`src/hw/rtl/pba_pkg.sv`:
```
// Shared types and constants for the page bitmap allocator.
`default_nettype none

package pba_pkg;

  localparam int PAGE_W   = 17;
  localparam int WORD_W   = 11;
  localparam int CNT_W    = 17;
  localparam int BITS     = 64;
  localparam int LOG_BITS = 6;
  localparam int RUN_W    = 7;

  localparam logic OP_ALLOC = 1'b0;
  localparam logic OP_FREE  = 1'b1;

  localparam logic [1:0] STATUS_DONE   = 2'd0;
  localparam logic [1:0] STATUS_NO_RUN = 2'd1;
  localparam logic [1:0] STATUS_REJECT = 2'd2;

  typedef struct packed {
    logic        operation;
    logic [15:0] first_page;
    logic [16:0] page_count;
  } req_t;

  typedef struct packed {
    logic [1:0]  status;
    logic [15:0] run_start;
  } rsp_t;

  typedef enum logic [2:0] {
    S_CLEAR,
    S_IDLE,
    S_SCAN,
    S_RANGE,
    S_REPORT
  } state_t;

  typedef struct packed {
    logic clear_en;
    logic accept;
    logic scan_en;
    logic range_en;
  } cmd_t;

  typedef struct packed {
    logic clear_last;
    logic early_done;
    logic is_free;
    logic scan_hit;
    logic scan_miss;
    logic range_last;
  } sts_t;

endpackage

`default_nettype wire

```
`src/hw/rtl/pba_ctrl.sv`:
```
// Controller state machine for the page bitmap allocator.
`default_nettype none

module pba_ctrl import pba_pkg::*; (
  input  logic clk,
  input  logic rst,
  input  logic start,
  input  sts_t sts,
  output cmd_t cmd,
  output logic busy,
  output logic done
);

  state_t state, state_next;

  always_ff @(posedge clk) begin
    if (rst) begin
      state <= S_CLEAR;
    end else begin
      state <= state_next;
    end
  end

  always_comb begin
    state_next = state;
    case (state)
      S_CLEAR: begin
        if (sts.clear_last) state_next = S_IDLE;
      end
      S_IDLE: begin
        if (start) begin
          if (sts.early_done) begin
            state_next = S_REPORT;
          end else if (sts.is_free) begin
            state_next = S_RANGE;
          end else begin
            state_next = S_SCAN;
          end
        end
      end
      S_SCAN: begin
        if (sts.scan_hit) begin
          state_next = S_RANGE;
        end else if (sts.scan_miss) begin
          state_next = S_REPORT;
        end
      end
      S_RANGE: begin
        if (sts.range_last) state_next = S_REPORT;
      end
      S_REPORT: state_next = S_IDLE;
      default:  state_next = S_CLEAR;
    endcase
  end

  always_comb begin
    cmd  = '0;
    busy = 1'b1;
    done = 1'b0;
    case (state)
      S_CLEAR: cmd.clear_en = 1'b1;
      S_IDLE: begin
        busy       = 1'b0;
        cmd.accept = start;
      end
      S_SCAN:   cmd.scan_en = 1'b1;
      S_RANGE:  cmd.range_en = 1'b1;
      S_REPORT: done = 1'b1;
      default: ;
    endcase
  end

endmodule

`default_nettype wire

```
`config.mk`:
```
export PLATFORM = sky130hd
export DESIGN_NAME = pba_ctrl
export DESIGN_NICKNAME = d
export VERILOG_FILES = /design/src/hw/rtl/pba_pkg.sv /design/src/hw/rtl/pba_ctrl.sv
export SDC_FILE = /design/constraint.sdc
export NUM_CORES = 1
export LEC_CHECK = 0
export BUFFER_PORTS_ARGS = -buffer_cell sky130_fd_sc_hd__buf_2
export CAP_MARGIN = 25
export CORE_AREA = 3 3 40 42
export DETAILED_ROUTE_END_ITERATION = 10
export DIE_AREA = 0 0 43 45
export PLACE_DENSITY = 0.47
export SYNTH_ARGS = -nofsm -noshare
export SYNTH_HDL_FRONTEND = slang
export SYNTH_SLANG_ARGS = --single-unit
```
`constraint.sdc`:
```
create_clock -name clk -period 1.8 [get_ports clk]
set_input_delay 0.18 -clock clk [delete_from_list [all_inputs] [get_ports clk]]
set_output_delay 0.18 -clock clk [all_outputs]
set_load 0.02 [all_outputs]
```
==> results.yml <==
hold_path:
  hold_path_class: "primary input to flop"
  whs_path_depth: 3
  hold_start: "rst"
  worstHoldEndpoint: "state[1]"
clocking:
  path_clk_slew_ns: 0.04
  cts_tree: "yes"
  cts_buffers: 3
  cts_buffer_depth: 2
  cts_hold_buf: 0
  clock_latency_ns: 0.23
  post_cts_resized: 0
  post_cts_buffers: 0
  htreeDepth: 1
  cts_root_buf: "clkbuf_4"
  cts.sink_count: 3
layout:
  regMostFlops: "state"
  areaGrowthSynthToFinish_pct: 34.3
  drive_gt1_share_pct: 34.7
  diodes: 0
  largest_reg_flops: 3
  top_regs: "state (3)"
  fin_nets: 59
worst_setup_path:
  r2r_slack_ns: 0.44
  critPathRequiredTime_ns: 1.97
  worstSetupPathType: "flop to flop"
  cp-end-kind: "flop"
  start_kind: "flop"
  critPathArrivalTime_ns: 1.54
  timing.rr.end: "state[0]"
  reg2reg_depth: 3
  worstPathMaxFanout: 15
  reg2reg_from: "state[0]"
yosys:
  synth_top_area_cell: "dfxtp_1"
  synthCells: 34
  syn_area_per_cell_um2: 7.84
  synth.top_cell.area_share_pct: 22.5
  ys_types: 23
  synth_seq_cells: 3
  synth_warnings: 0
  seq_area_frac_synth_pct: 22.5
  yosys-top-cells-area: "dfxtp_1, nand2b_1, a21oi_1, o21a_1, buf_6"
  netlist_area_um2: 267
  synth_nets: 43
timing:
  fin_skew_ns: 0.000174
  setup_tns_ns: 0
  hold_violations: 0
  finalCriticalPeriod_ns: 1.36
  slew_headroom_pct: 71.3
  tightest_slew_ns: 0.429
  rsz0062_at_grt: "false"
  drv_slew: 0
  final.setup.worst_slack_ns: 0.436
  max_freq_mhz: 733
  setup_violations: 0
  finalCritPeriodShare_pct: 75.8
global_route:
  grtUsageTotal_pct: 7.74
  grt.overflow.total: 0
  grt_pass1_wl_um: 1050
  grt_pass1_vias: 266
  grt_max_degree: 16
  antenna_found_initial: 0
run:
  maxCapViolCount: 0
placed_design:
  pre_cts_slack_ns: 0.436
  numPortBuffers: 14
  place_congestion: 0.679
  hpwl_um: 507
detailed_routing:
  via_count: 288
  drc: 0
  wl_um: 651
  final_antenna_net_count: 0
  dr.pass1.iters: 4
  first_iter_violations: 4
  vias_per_cell: 4.50
  detail_route.wl_per_cell_um: 10.2
die:
  fp-row-count: 13
  dieHeight_um: 45
  dieArea_um2: 1940
  dieWidth_um: 43
  ios: 15
  start_util_pct: 20.7
  coreArea_um2: 1280
pwr:
  peakVddDrop_v: 0.000271
  p_per_area_nw_per_um2: 756
  p_leak_nw: 0.161
status:
  status: "completed"
-- final cells by class --
cell class / instances / area, µm²
sequential: 3 / 60.1
multi-input combinational: 26 / 175
fill: 153 / 927
tap: 15 / 18.8
inverter: 2 / 7.51
clock buffer: 4 / 26.3
timing repair buffer: 14 / 70.1
-- per-layer routing --
layer  GRT usage [%]  part of all wire (%)
met1            8.19                    44
met2            11.1                    45
met3            1.59                   9.4
met4            10.8                   1.4
met5               0                     0
-- per-stage QoR --
step | hold slack (ns) | instance area, µm² | util (%) | total power, mW | cells
floorplan | 0.342 | 267 | - | 0.136 | 34
global placement | 0.474 | 332 | 25.8 | 0.157 | 60
detailed placement | 0.468 | 332 | 25.8 | 0.156 | 60
CTS | 0.219 | 358 | 27.8 | 0.281 | 64
global route | 0.246 | 358 | 27.8 | 0.288 | 64
finish | 0.227 | 358 | 27.8 | 0.271 | 64
-- synth_stat cells --
cell / number
nand2b_1: 4
a21oi_1: 3
dfxtp_1: 3
nor2_1: 3
inv_1: 2
o21a_1: 2
a22oi_1: 1
and3_1: 1
buf_2: 1
buf_4: 1
buf_6: 1
mux2i_1: 1
nand2_1: 1
nand3b_1: 1
nor3_1: 1
nor3b_1: 1
nor4b_1: 1
o2111a_1: 1
o221ai_1: 1
or3_1: 1
or3b_1: 1
or4_1: 1
or4b_1: 1
-- logic make-up after synthesis --
family / after synthesis / share of synthesized area, %
simple gates: 17 / 40.4
compound gates: 8 / 21.6
buf+inv: 5 / 11.7
flops: 3 / 22.5
mux: 1 / 3.76
-- worst max-delay path, stage by stage (launching register included) --
cell,delay (ns)
dfxtp_1,0.43
or3_1,0.42
a21oi_1,0.24
o2111a_1,0.22
-- worst max path at each step --
stage,cells past startpoint,endpoint,start
floorplan,4,state[0],state[0]
global placement,3,state[0],state[0]
detailed placement,3,state[0],state[0]
CTS,3,state[0],state[0]
global route,3,cmd[0],state[0]
finish,3,state[0],state[0]
-- where the power goes --
part           leakage, nW  switching, mW  internal, mW  total [mW]
Combinational        0.121         0.0355        0.0338      0.0694
Sequential          0.0246         0.0136        0.0717      0.0853
Clock               0.0150         0.0330        0.0830       0.116
-- cell usage in the layout, fill, tap and decap left out, types with 2 or more instances in the layout --
| master | synthesis | routed |
|---|---|---|
| a21oi_1 | 3 | 3 |
| nor2_1 | 3 | 3 |
| nand2b_1 | 4 | 4 |
| clkbuf_4 | 0 | 3 |
| inv_1 | 2 | 2 |
| dfxtp_1 | 3 | 3 |
| buf_2 | 1 | 14 |
| o21a_1 | 2 | 2 |
Power figures use the tool's default switching activity.
